<file path="src/rtl/skt_pkg.sv">
// shared types and constants of the sorted key table
`default_nettype none

package skt_pkg;

	localparam int unsigned TABLE_DEPTH = 32;
	localparam int unsigned MAX_RESULTS = 32;
	localparam int unsigned KEY_W       = 32;
	localparam int unsigned GRADE_W     = 16;

	typedef enum logic [1:0] {
		OP_INSERT = 2'd0,
		OP_UPDATE = 2'd1,
		OP_DELETE = 2'd2,
		OP_LIST   = 2'd3
	} opcode_t;

	typedef enum logic [1:0] {
		ST_OK        = 2'd0,
		ST_NOT_FOUND = 2'd1,
		ST_FULL      = 2'd2,
		ST_EMPTY     = 2'd3
	} status_t;

	typedef enum logic [2:0] {
		CM_HOLD,
		CM_INSERT,
		CM_UPDATE,
		CM_DELETE,
		CM_ROTATE
	} cell_mode_t;

	typedef struct packed {
		cell_mode_t         mode;
		logic               cmp_en;
		logic [KEY_W-1:0]   new_key;
		logic [GRADE_W-1:0] new_grade;
	} cell_ctl_t;

endpackage

`default_nettype wire

</file>
<file path="src/rtl/skt_cell.sv">
// one table cell: a record, its key compare flags and neighbor moves
`default_nettype none

module skt_cell (
	input  wire logic                           clk,
	input  wire skt_pkg::cell_ctl_t             ctl,
	input  wire logic [skt_pkg::KEY_W-1:0]      cmp_key,
	input  wire logic                           occ,
	input  wire logic                           mark,
	input  wire logic                           span,
	input  wire logic [skt_pkg::KEY_W-1:0]      left_key,
	input  wire logic [skt_pkg::GRADE_W-1:0]    left_grade,
	input  wire logic [skt_pkg::KEY_W-1:0]      right_key,
	input  wire logic [skt_pkg::GRADE_W-1:0]    right_grade,
	input  wire logic [skt_pkg::KEY_W-1:0]      wrap_key,
	input  wire logic [skt_pkg::GRADE_W-1:0]    wrap_grade,
	output logic      [skt_pkg::KEY_W-1:0]      cell_key,
	output logic      [skt_pkg::GRADE_W-1:0]    cell_grade,
	output logic                                gt,
	output logic                                eq
);

	logic [skt_pkg::KEY_W-1:0]   key_q;
	logic [skt_pkg::GRADE_W-1:0] grade_q;
	logic                        gt_q;
	logic                        eq_q;

	always_ff @(posedge clk) begin
		if (ctl.cmp_en) begin
			gt_q <= occ && (cmp_key > key_q);
			eq_q <= occ && (cmp_key == key_q);
		end
	end

	always_ff @(posedge clk) begin
		case (ctl.mode)
			skt_pkg::CM_INSERT: begin
				if (mark) begin
					key_q   <= ctl.new_key;
					grade_q <= ctl.new_grade;
				end else if (span) begin
					key_q   <= left_key;
					grade_q <= left_grade;
				end
			end
			skt_pkg::CM_UPDATE: begin
				if (mark) begin
					grade_q <= ctl.new_grade;
				end
			end
			skt_pkg::CM_DELETE: begin
				if (span) begin
					key_q   <= right_key;
					grade_q <= right_grade;
				end
			end
			skt_pkg::CM_ROTATE: begin
				if (mark) begin
					key_q   <= wrap_key;
					grade_q <= wrap_grade;
				end else begin
					key_q   <= right_key;
					grade_q <= right_grade;
				end
			end
			default: begin
			end
		endcase
	end

	assign cell_key   = key_q;
	assign cell_grade = grade_q;
	assign gt         = gt_q;
	assign eq         = eq_q;

endmodule

`default_nettype wire

</file>
<file path="config.mk">
export PLATFORM = sky130hd
export DESIGN_NAME = skt_cell
export DESIGN_NICKNAME = d
export VERILOG_FILES = /design/src/rtl/skt_pkg.sv /design/src/rtl/skt_cell.sv
export SDC_FILE = /design/constraint.sdc
export NUM_CORES = 1
export LEC_CHECK = 0
export ABC_AREA = 1
export ABC_CLOCK_PERIOD_IN_PS = 6000
export CORE_AREA = 4 4 106 108
export DETAILED_ROUTE_END_ITERATION = 8
export DIE_AREA = 0 0 110 112
export DONT_BUFFER_PORTS = 1
export MAX_ROUTING_LAYER = met4
export PLACE_DENSITY = 0.53
export SLEW_MARGIN = 5
export SYNTH_ARGS = -nofsm -noshare
export SYNTH_HDL_FRONTEND = slang
export SYNTH_SLANG_ARGS = --single-unit
</file>
<file path="constraint.sdc">
create_clock -name clk -period 6 [get_ports clk]
set_input_delay 0.3 -clock clk [delete_from_list [all_inputs] [get_ports clk]]
set_output_delay 0.3 -clock clk [all_outputs]
set_load 0.02 [all_outputs]
</file>
Word-level counts from Yosys, hierarchy flattened:

Cells that the tools add are included.

* memories: 0
* bits in latches: 0
* register bits after elaboration: 50
* output and inout port bits: 50
* bits in read-only memories: 0
* RAM bits: 0

* multiply operators: 0
* bitwise operators: 0
* $add $sub $neg: 0
* order comparisons: 1
* multiplexer cells: 11
* divide/modulo/power cells: 0
* shift operators: 0
* reduce and logical (&&, ||, !) cells: 6
* equal/unequal tests: 8

Operators with widths (count)
* 32-bit two-way mux: 4
* 32-bit case mux with 3 select lines: 1
* 16-bit two-way mux: 5
* 16-bit case mux with 4 select lines: 1
* 32-bit equality test: 1
* 32-bit greater-than comparator: 1
* 3-bit by 2-bit equality test with 1-bit output (second input constant): 2
* 2-bit inequality test (second input constant): 2
* 4-bit AND reduction: 1
* 4-bit nonzero test: 1
* 3-bit by 1-bit equality test with 1-bit output (second input constant): 1
* 3-bit equality test (second input constant): 1
* 3-bit inequality test (second input constant): 1
* 3-bit AND reduction: 1
* 3-bit nonzero test: 1
* 1-bit logical AND: 2

Depth between registers and ports, before layout:

Gate-level depths: netlist of run 1.

* depth after elaboration: 3
* gate-level depth with buffers: 13

Worst setup path before layout of run 1:

Ideal clock, no wire load.

* path type: input port to flip-flop
* start point: input mark
* end point: register key_q (netlist bit cell_key[0]) (enable)
* library setup time: 0.387 ns
* data required time: 5.613 ns
* path buffers: 3
* data arrival time: 1.756 ns
* path slack: 3.857 ns
* stages on the path: 7
* cells stage by stage: buf_2 -> inv_2 -> buf_6 -> clkbuf_1 -> o211ai_1 -> o21ai_0 -> inv_1

* longest elaborated chain between the ends: 2

RTL lines
* from (decl): line skt_cell.sv:9 `input wire logic mark,`
* 3-bit inequality test (no source line)
* 3-bit AND reduction (no source line)
* to (signal assigned): line skt_cell.sv:39 `key_q <= ctl.new_key;`
* to (signal assigned): line skt_cell.sv:42 `key_q <= left_key;`
* to (signal assigned): line skt_cell.sv:53 `key_q <= right_key;`
* to (decl): line skt_cell.sv:23 `logic [skt_pkg::KEY_W-1:0] key_q;`

No other way between the ends.
A chain may end at the register's enable or synchronous reset.

Final worst setup path of run 1:

* start point: input ctl[49] (netlist name)
* end point: register grade_q (netlist bit cell_grade[9]), data pin

* longest elaborated chain between the ends: 2
* elaborated cells on any way between the ends: 5
* those cells by class: eq/ne: 4; mux: 1

RTL lines
* from (decl): line skt_cell.sv:6 `input wire skt_pkg::cell_ctl_t ctl,`
* 3-bit equality test (tied with other cells): line skt_cell.sv:36 `case (ctl.mode)`
* 16-bit case mux with 4 select lines (*): line skt_cell.sv:36
* to (signal assigned): line skt_cell.sv:40 `grade_q <= ctl.new_grade;`
* to (signal assigned): line skt_cell.sv:43 `grade_q <= left_grade;`
* to (signal assigned): line skt_cell.sv:48 `grade_q <= ctl.new_grade;`
* to (decl): line skt_cell.sv:24 `logic [skt_pkg::GRADE_W-1:0] grade_q;`

Every way passes the cells marked *; elsewhere a longest branch is shown, timed or not.

==> results_dict.tcl, run 1 <==
set metrics [dict create \
    holdPathEnd "gt" \
    cts_setup_buffers 0 \
    synthArstFlopShare_pct 0 \
    rsz0062_at_grt "false" \
    n_antenna_cell 0 \
    synth_warnings 0 \
    status "finished, final reports clean" \
    fin_skew_ps 12.2 \
    ant_nets 0 \
    routed_wl_um 14800 \
    syn_to_final_growth_pct 2.35 \
    clock_sinks 50 \
    drtIter0Drc 260 \
    synth_ff_type "edfxtp_1" \
    synth_top_area_share_pct 34.9 \
    ff2ff_path_depth 9 \
    period_share_pct 33.6 \
    fillers 1086 \
    maxCapViolCount 0 \
    grt_max_degree 73 \
    worst_pin_slew_ps 1100 \
    wl_per_cell_um 20.9 \
    fp.dieW_um 110 \
    seq_area_frac_synth_pct 34.9 \
    power_density_nw_per_um2 215 \
    postCtsHoldBufs 0 \
    syn_nets 858 \
    synth_edf_count 50 \
    rows 37 \
    fin_setup_tns_ps 0 \
    synth_cell_types 33 \
    ys_ff_latch 50 \
    dp_hpwl_um 12100 \
    grtUsageTotal_pct 23.6 \
    hold_start "ctl[48]" \
    cts_root_buffer "clkbuf_8" \
    grt_pass1_wl_um 21500 \
    cts_tree "built" \
    syn_area_per_cell_um2 7.25 \
    clk_pin_slew_worst_paths_ps 100 \
    fin_nets 834 \
    cts_made_buffers 5 \
    yosys-top-cells-area "edfxtp_1 35%, nand2_1 20%, ha_1 9.3%, o21ai_1 5.6%, a21oi_1 4.9%" \
    slew_headroom_pct 26.3 \
    clock_latency_ps 300 \
    setup_viol 0 \
    ios 282 \
    critPathCaptureType "flop" \
    r2r-start "cell_key[31]" \
    hold_violations 0 \
    die_h_um 112 \
    whs_path_depth 0 \
    antenna_found_initial 0 \
    crit_arrival_ps 2170 \
    design_area_um2 4410 \
    leakagePower_uw 0.00207 \
    startpoint_type "input port" \
    synth_top_cell_by_area "edfxtp_1" \
    ys_top_cells_by_count "235 x nand2_1, 52 x inv_1, 50 x edfxtp_1" \
    drt_pre_antenna_iters 5 \
    peakVddDrop_mv 0.0870 \
    r2r_end "gt" \
    cts_max_level 2 \
    vias 3988 \
    grt_overflow_total 0 \
    dpl_cell_area_um2 4320 \
    slew_viol_final 0 \
    cts_resized 0 \
    synth_area_um2 4310 \
    core-area_um2 10200 \
    gp_congestion 0.850 \
    grt_pass1_vias 3957 \
    crit_type "input port to flop" \
    io_buffers 0 \
    period_minus_slack_ps 2020 \
    synth_cells 594 \
    hold_class "input port to flop" \
    drc_errors 0 \
    dieArea_um2 12300 \
    clk_path_buf_depth 2 \
    synth.most_common_cell "nand2_1" \
    fmax_ghz 0.495 \
    reg2reg_slack_ps 4100 \
    drive_gt1_share_pct 3.68 \
    crit_fanout 33 \
    critPathRequiredTime_ps 6150 \
    vias_per_cell 5.64 \
    start_util_pct 42.1 \
]
==> placed cells by master, fill, tap and decap left out, types with 2 or more instances in the layout <==
| master | count |
|---|---|
| nand2_1 | 235 |
| nand2_2 | 2 |
| clkinv_1 | 2 |
| a21oi_1 | 42 |
| inv_1 | 52 |
| o21ai_1 | 48 |
| clkbuf_8 | 5 |
| nand4_1 | 3 |
| mux2i_1 | 7 |
| inv_2 | 5 |
| nor2_1 | 17 |
| o21a_1 | 2 |
| a221oi_1 | 12 |
| o22ai_1 | 3 |
| o21ai_0 | 8 |
| edfxtp_1 | 50 |
| and3_1 | 21 |
| a221o_1 | 11 |
| ha_1 | 32 |
| o211ai_1 | 2 |
==> report_power, final <==
part           switching [µW]  internal [µW]  total, µW
clock                     115           80.3        195
combinational             135           86.5        221
sequential               87.1            445        532
total                     337            612        948
==> routing by layer <==
layer	vias to the layer above	global-route usage, %	share of wire [%]	routed length [µm]
li1	1952	-	-	-
met1	1787	25.1	35	5220
met2	231	40.5	50	7410
met3	18	8.75	12	1830
met4	0	6.57	2.2	322
met5	-	-	0	0
==> cells by family (layout without fill, tap and decap cells) <==
| group | Yosys count | count (layout) | share of synthesized area, % |
|---|---|---|---|
| simple gates | 284 | 284 | 27.3 |
| fa+ha+maj | 32 | 32 | 9.30 |
| mux | 7 | 7 | 1.63 |
| compound gates | 131 | 131 | 18.1 |
| flops | 50 | 50 | 34.9 |
| buf+inv | 90 | 67 | 8.86 |
==> worst max-delay path by stage <==
stage	from	to	slack, ps	cells past startpoint
final	ctl[49]	cell_grade[9]	3980	9
after global routing	mark	cell_grade[12]	3760	4
after CTS	ctl[49]	cell_grade[1]	3960	5
after detailed placement	ctl[49]	cell_grade[14]	3630	9
after global placement	ctl[49]	cell_grade[11]	3720	5
after floorplan	mark	cell_key[0]	3860	7
==> flip-flops by register name (all words and copies together) (netlist names) <==
signal	cells
cell_grade	16
gt	1
eq	1
cell_key	32
==> worst max-delay path, cell delays in order <==
cell and delay (ps):
inv_2 100, nor2_2 60, nand2_2 290, inv_2 290, nor2_8 440, nand2_2 260, inv_2 210, nor2_1 80
a21oi_1 130
==> layout make-up <==
cell class	count	area (µm²)	share of cell area, %
Multi-Input combinational cell	454	2420	55.0
Clock inverter	3	16.3	0.369
Timing Repair Buffer	1	7.51	0.170
Inverter	58	220	5.00
Sequential cell	50	1500	34.1
Clock buffer	5	68.8	1.56
Tap cell	136	170	3.86
==> metrics by stage <==
step	worst slack, ps	power, µW	hold slack, ps	std cells	util, %
6_report	3980	948	96.0	707	43.1
2_1_floorplan	3860	708	412	594	-
3_5_place_dp	3630	766	413	699	42.3
3_3_place_gp	3720	760	413	699	42.3
4_1_cts	3960	957	89.0	707	43.1
5_1_grt	3760	1010	71.7	707	43.1
(Power assumes the default switching activity.)
==> run 2: changes to the inputs <==
--- a/config.mk
+++ b/config.mk
@@ -5,14 +5,14 @@
 export SDC_FILE = /design/constraint.sdc
 export NUM_CORES = 1
 export LEC_CHECK = 0
-export ABC_AREA = 1
-export ABC_CLOCK_PERIOD_IN_PS = 6000
+export ABC_AREA = 0
+export ABC_CLOCK_PERIOD_IN_PS = 1870
 export CORE_AREA = 4 4 106 108
 export DETAILED_ROUTE_END_ITERATION = 8
 export DIE_AREA = 0 0 110 112
 export DONT_BUFFER_PORTS = 1
 export MAX_ROUTING_LAYER = met4
-export PLACE_DENSITY = 0.53
+export PLACE_DENSITY = 0.5
 export SLEW_MARGIN = 5
 export SYNTH_ARGS = -nofsm -noshare
 export SYNTH_HDL_FRONTEND = slang
==> constraint.sdc (replaced) <==
create_clock -name clk -period 1.87 [get_ports clk]
set_input_delay 0.0935 -clock clk [delete_from_list [all_inputs] [get_ports clk]]
set_output_delay 0.0935 -clock clk [all_outputs]
set_load 0.02 [all_outputs]
==> run 2 against run 1 <==
- clock skew down 6.7 ps
- worst setup slack worse by 3900 ps
- clock power rose to 3.2 times the previous value
- register-to-register slack worse by 4100 ps
- clock-buffer cell count up 1
- global-route usage down 3.1 points
- synthesized cell count down 28%
- combinational power rose to 4.7 times the previous value
- sequential cell count unchanged
- cell count down 10%
- largest power group unchanged
==> results_dict.tcl, run 2 <==
set metrics [dict create \
    status "finished, final reports clean" \
    drive_gt1_share_pct 16.5 \
    synth_ff_type "edfxtp_1" \
    ys_top_cells_by_count "86 x a21oi_1, 50 x edfxtp_1, 41 x inv_1" \
    vias_per_cell 5.79 \
    cts_root_buffer "clkbuf_8" \
    clk_path_buf_depth 2 \
    routed_wl_um 13300 \
    ant_nets 0 \
    grtUsageTotal_pct 20.5 \
    final_common_cell "a21oi_1" \
    leakagePower_uw 0.00216 \
    drtIter0Drc 186 \
    io_buffers 0 \
    synth.most_common_cell "a21oi_1" \
    die_h_um 112 \
    synth_top_area_share_pct 37.2 \
    period_minus_slack_ps 1840 \
    synthArstFlopShare_pct 0 \
    post-place-ws_ps -213 \
    fin_skew_ps 5.53 \
    worst_pin_slew_ps 950 \
    drc_errors 0 \
    cts_tree "built" \
    n_antenna_cell 0 \
    slew_headroom_pct 36.4 \
    drt_pre_antenna_iters 4 \
    final_cell_mix "83 x a21oi_1, 50 x edfxtp_1, 46 x buf_4" \
    ff2ff_path_depth 7 \
    grt_max_degree 92 \
    largest_register_ffs 32 \
    startpoint_type "flop" \
    maxCapViolCount 0 \
    clock_latency_ps 300 \
    dp_hpwl_um 10100 \
    fp.dieW_um 110 \
    fin_setup_tns_ps 0 \
    reg2reg_slack_ps 30 \
    syn_to_final_growth_pct 25.0 \
    cts_max_level 2 \
    syn_nets 692 \
    r2r-start "cell_key[27]" \
    vias 3671 \
    synth_area_um2 4040 \
    whs_path_depth 1 \
    setup_viol 0 \
    crit_type "flop to flop" \
    crit_arrival_ps 1890 \
    synth_top_cell_by_area "edfxtp_1" \
    dieArea_um2 12300 \
    synth_edf_count 50 \
    seq_area_frac_synth_pct 37.2 \
    gp_congestion 0.809 \
    rows 37 \
    core-area_um2 10200 \
    final_util_pct 49.3 \
    clk_pin_slew_worst_paths_ps 90 \
    period_share_pct 98.2 \
    grt_pass1_vias 3687 \
    hold_start "right_key[26]" \
    setup_slack_ps 34.0 \
    ys_ff_latch 50 \
    rsz0062_at_grt "true" \
    peakVddDrop_mv 0.313 \
    crit_fanout 3 \
    grt_pass1_wl_um 19400 \
    antenna_found_initial 0 \
    power_density_nw_per_um2 636 \
    ios 282 \
    start_util_pct 39.4 \
    critPathRequiredTime_ps 1930 \
    slew_viol_final 0 \
    fmax_ghz 0.545 \
    hold_class "input port to flop" \
    yosys-top-cells-area "edfxtp_1 37%, a21oi_1 11%, ha_1 9.9%, a21o_1 6.7%, a22oi_1 6.5%" \
    synth_cell_types 38 \
    clock_sinks 50 \
    totalPowerFinal_uw 3210 \
    syn_area_per_cell_um2 9.43 \
    r2r_end "gt" \
    synth_cells 428 \
    grt_overflow_total 0 \
    cts_made_buffers 5 \
    hold_violations 0 \
    fin_nets 761 \
    holdPathEnd "cell_key[26]" \
    wl_per_cell_um 21.0 \
    critPathCaptureType "flop" \
    synth_warnings 0 \
]
==> run 2: changes by cell type after synthesis, moves of 8 or more <==
cell and delta:
inv_1 -11, o211ai_1 +8, a21oi_1 +44, o21ai_1 -48, a221oi_1 -12, nor2_1 -13, clkbuf_1 -8, and3_1 -20
o21ai_0 +9, a22oi_1 +35, nand2_1 -212, a21o_1 +35
==> run 2: report_power, final <==
| group | switching [µW] | internal, µW | leakage, µW | total [µW] |
|---|---|---|---|---|
| logic | 527 | 510 | 0.00164 | 1040 |
| registers | 136 | 1400 | 0.000477 | 1540 |
| clock network | 374 | 259 | 0.0000426 | 633 |
==> run 2: repair_timing <==
| action | CTS | global route |
|---|---|---|
| hold buffers | 43 | 0 |
| setup buffers | 1 | 5 |
| resized for setup | 4 | 16 |
| hold endpoints to repair | 38 | 0 |
| pin swaps | 0 | 6 |
| setup endpoints to repair | 1 | 7 |
==> run 2: worst max path at each step <==
stage | slack [ps] | endpoint | from
2_1_floorplan | 40 | gt | cell_key[14]
3_3_place_gp | -120 | cell_key[22] | ctl[50]
3_5_place_dp | -210 | cell_key[22] | ctl[50]
4_1_cts | 3 | gt | cell_key[23]
5_1_grt | -90 | gt | cell_key[26]
6_report | 30 | gt | cell_key[27]
==> run 2: worst max-delay path, cell delays in order, from the launching register on <==
cell      delay, ps
edfxtp_1        410
inv_1           110
ha_4            210
nand4_1         120
nor2_1           50
a221o_1         360
a211oi_2        260
a21oi_2          80
==> run 2: metal layers <==
| layer | wire (µm) | track usage, % | vias to the layer above |
|---|---|---|---|
| li1 | - | - | 1766 |
| met1 | 4920 | 23.5 | 1708 |
| met2 | 6860 | 35.2 | 182 |
| met3 | 1360 | 5.86 | 15 |
| met4 | 207 | 4.57 | 0 |
| met5 | 0 | - | - |
==> run 2: metrics by stage <==
step / instance area (µm²) / hold WS, ps / instances
after floorplan: 4040 / 206 / 428
after global placement: 4330 / 206 / 576
after detailed placement: 4330 / 206 / 576
after CTS: 4870 / 4.81 / 628
after global routing: 5040 / 2.99 / 634
final: 5040 / 5.27 / 634
==> run 2: cells by family (layout without fill, tap and decap cells) <==
family / Yosys count / count (layout) / share of synthesized area, %
buffers and inverters: 71 / 141 / 9.02
AO/OA/AOI/OAI: 206 / 206 / 33.3
multiplexers: 11 / 11 / 2.82
AND/OR/NAND/NOR: 57 / 57 / 7.53
flip-flops: 50 / 50 / 37.2
XOR/XNOR: 1 / 1 / 0.217
adder cells (fa/ha/maj): 32 / 32 / 9.92
==> run 2: final cells by class <==
cell class / instances / area (µm²)
flip-flops and latches: 50 / 1500
clock buffers: 6 / 72.6
multi-input cells: 307 / 2300
inverters: 41 / 154
fillers: 960 / 5190
well taps: 136 / 170
repair buffers: 92 / 835
clock inverters: 2 / 8.76
==> run 3: changes to the inputs <==
==> config.mk (replaced) <==
export PLATFORM = sky130hd
export DESIGN_NAME = skt_cell
export DESIGN_NICKNAME = d
export VERILOG_FILES = /design/src/rtl/skt_pkg.sv /design/src/rtl/skt_cell.sv
export SDC_FILE = /design/constraint.sdc
export NUM_CORES = 1
export LEC_CHECK = 0
export ABC_AREA = 1
export ABC_CLOCK_PERIOD_IN_PS = 1870
export BUFFER_PORTS_ARGS = -buffer_cell sky130_fd_sc_hd__buf_2
export CORE_AREA = 4 4 109 111
export DETAILED_ROUTE_END_ITERATION = 8
export DIE_AREA = 0 0 113 115
export MAX_ROUTING_LAYER = met4
export PLACE_DENSITY = 0.73
export SLEW_MARGIN = 5
export SYNTH_ARGS = -nofsm -noshare
export SYNTH_HDL_FRONTEND = slang
export SYNTH_SLANG_ARGS = --single-unit
==> run 3 against run 2 <==
- clock skew rose by 3.2 ps
- maximum frequency rose by 7.3%
- first-iteration DRC count rose by 56%
- combinational power rose by 30%
- register-to-register slack improved by 130 ps
- sequential share of layout area fell by 4.6 points
- clock power rose by 20%
- clock-buffer cell count rose by 1
- via count rose by 36%
==> results_dict.tcl, run 3 (same netlist as run 1, synthesis figures left out) <==
set metrics [dict create \
    status "finished, final reports clean" \
    dp_hpwl_um 12600 \
    cts_made_buffers 5 \
    fin_nets 1125 \
    slowest_delay_ps 410 \
    cp_slowest_cell "edfxtp_1" \
    period_share_pct 91.5 \
    slew_viol_final 0 \
    rows 38 \
    cpMostUsedCell "nand2_1" \
    clk_pin_slew_worst_paths_ps 100 \
    period_minus_slack_ps 1710 \
    critPathRequiredTime_ps 1930 \
    drtIter0Drc 291 \
    grt_overflow_total 0 \
    post-place-ws_ps 136 \
    die_h_um 115 \
    io_buffers 281 \
    grtUsageTotal_pct 23.4 \
    grt_max_degree 72 \
    fp.dieW_um 113 \
    ios 282 \
    crit_type "flop to flop" \
    hold_violations 0 \
    slew_headroom_pct 69.7 \
    clk_path_buf_depth 2 \
    power_density_nw_per_um2 601 \
    setup_viol 0 \
    path_cells "inv_1 -> ha_1 -> nand2_1 -> nor2_1 -> nand4_1 -> nor2_1 -> nand2_1 -> nand2_1 -> a21oi_1" \
    drc_errors 0 \
    postCtsHoldBufs 0 \
    cts_root_buffer "clkbuf_8" \
    gp_congestion 0.888 \
    reg2reg_slack_ps 160 \
    ant_nets 0 \
    wl_per_cell_um 15.5 \
    crit_arrival_ps 1770 \
    dieArea_um2 13000 \
    peakVddDrop_mv 0.287 \
    cts_resized 0 \
    fin_skew_ps 8.74 \
    final_common_cell "buf_2" \
    syn_to_final_growth_pct 38.5 \
    leakagePower_uw 0.00323 \
    crit_fanout 2 \
    grt_pass1_vias 4814 \
    antenna_found_initial 3 \
    worst_pin_slew_ps 454 \
    cts_setup_buffers 0 \
    core-area_um2 10800 \
    r2r-start "cell_key[23]" \
    maxCapViolCount 0 \
    cts_tree "built" \
    vias 5009 \
    start_util_pct 39.9 \
    fin_setup_tns_ps 0 \
    crit_start "cell_key[23]" \
    setup_slack_ps 159 \
    hold_class "input port to flop" \
    cts_max_level 2 \
    routed_wl_um 15600 \
    startpoint_type "flop" \
    clock_sinks 50 \
    drive_gt1_share_pct 36.3 \
    largest_register_ffs 32 \
    rsz0062_at_grt "false" \
    vias_per_cell 4.98 \
    critPathCaptureType "flop" \
    drt_pre_antenna_iters 4 \
    clock_latency_ps 300 \
    fmax_ghz 0.584 \
    final_cell_mix "281 x buf_2, 235 x nand2_1, 51 x inv_1" \
    grt_pass1_wl_um 23500 \
    hold_start "ctl[48]" \
]
run 3: cell types whose count changed in the layout (fill, tap and decap cells not counted), moves of 20 or more:
| cell | delta |
|---|---|
| buf_4 | -38 |
| a22oi_1 | -35 |
| o21ai_1 | +46 |
| dlygate4sd3_1 | -43 |
| nand2_1 | +212 |
| a21o_1 | -35 |
| a21oi_1 | -41 |
| and3_1 | +20 |
| buf_2 | +281 |
run 3: where the power goes:
group,internal (µW),switching [µW]
Sequential,1420,61.9
Combinational,556,792
Clock,401,361
Total,2370,1210
run 3: through the flow:
step                instance area [µm²]  total power [µW]  instances  util [%]  hold WS (ps)
floorplan                          4310              2270        594         -           206
global placement                   5850              2850        994      54.2           335
detailed placement                 5850              2860        994      54.2           334
CTS                                5960              3620       1002      55.2          15.3
global route                       5960              3840       1005      55.3          4.55
finish                             5960              3590       1005      55.3          18.1
run 3: final cells by class:
type	count	area [µm²]
Antenna cell	3	7.51
Multi-Input combinational cell	454	2420
Tap cell	140	175
Inverter	58	224
Clock buffer	7	76.3
Clock inverter	1	30.0
Sequential cell	50	1500
Timing Repair Buffer	292	1530
Fill cell	1086	4830
run 3: worst paths after layout:
path              endpoint  depth (start not counted)
setup / recovery        gt                          9
hold / removal          eq                          1
setup reg to reg        gt                          9
hold reg to reg         eq                          5
run 3: worst max-delay path: cells and delay by family (launching register included):
kind / cells / cell delay, ps
AOI/OAI and AO/OA: 1 / 40
buffers and inverters: 1 / 60
and+or+nand+nor: 6 / 680
adders and majority gates: 1 / 290
DFF: 1 / 410
run 3: routing by layer:
layer  global-route usage [%]  vias up  part of all wire (%)
li1                         -     2543                     -
met5                        -        -                     0
met1                     26.6     2183                    39
met4                     7.61        0                   1.9
met2                     41.8      259                    51
met3                     4.21       24                   8.6
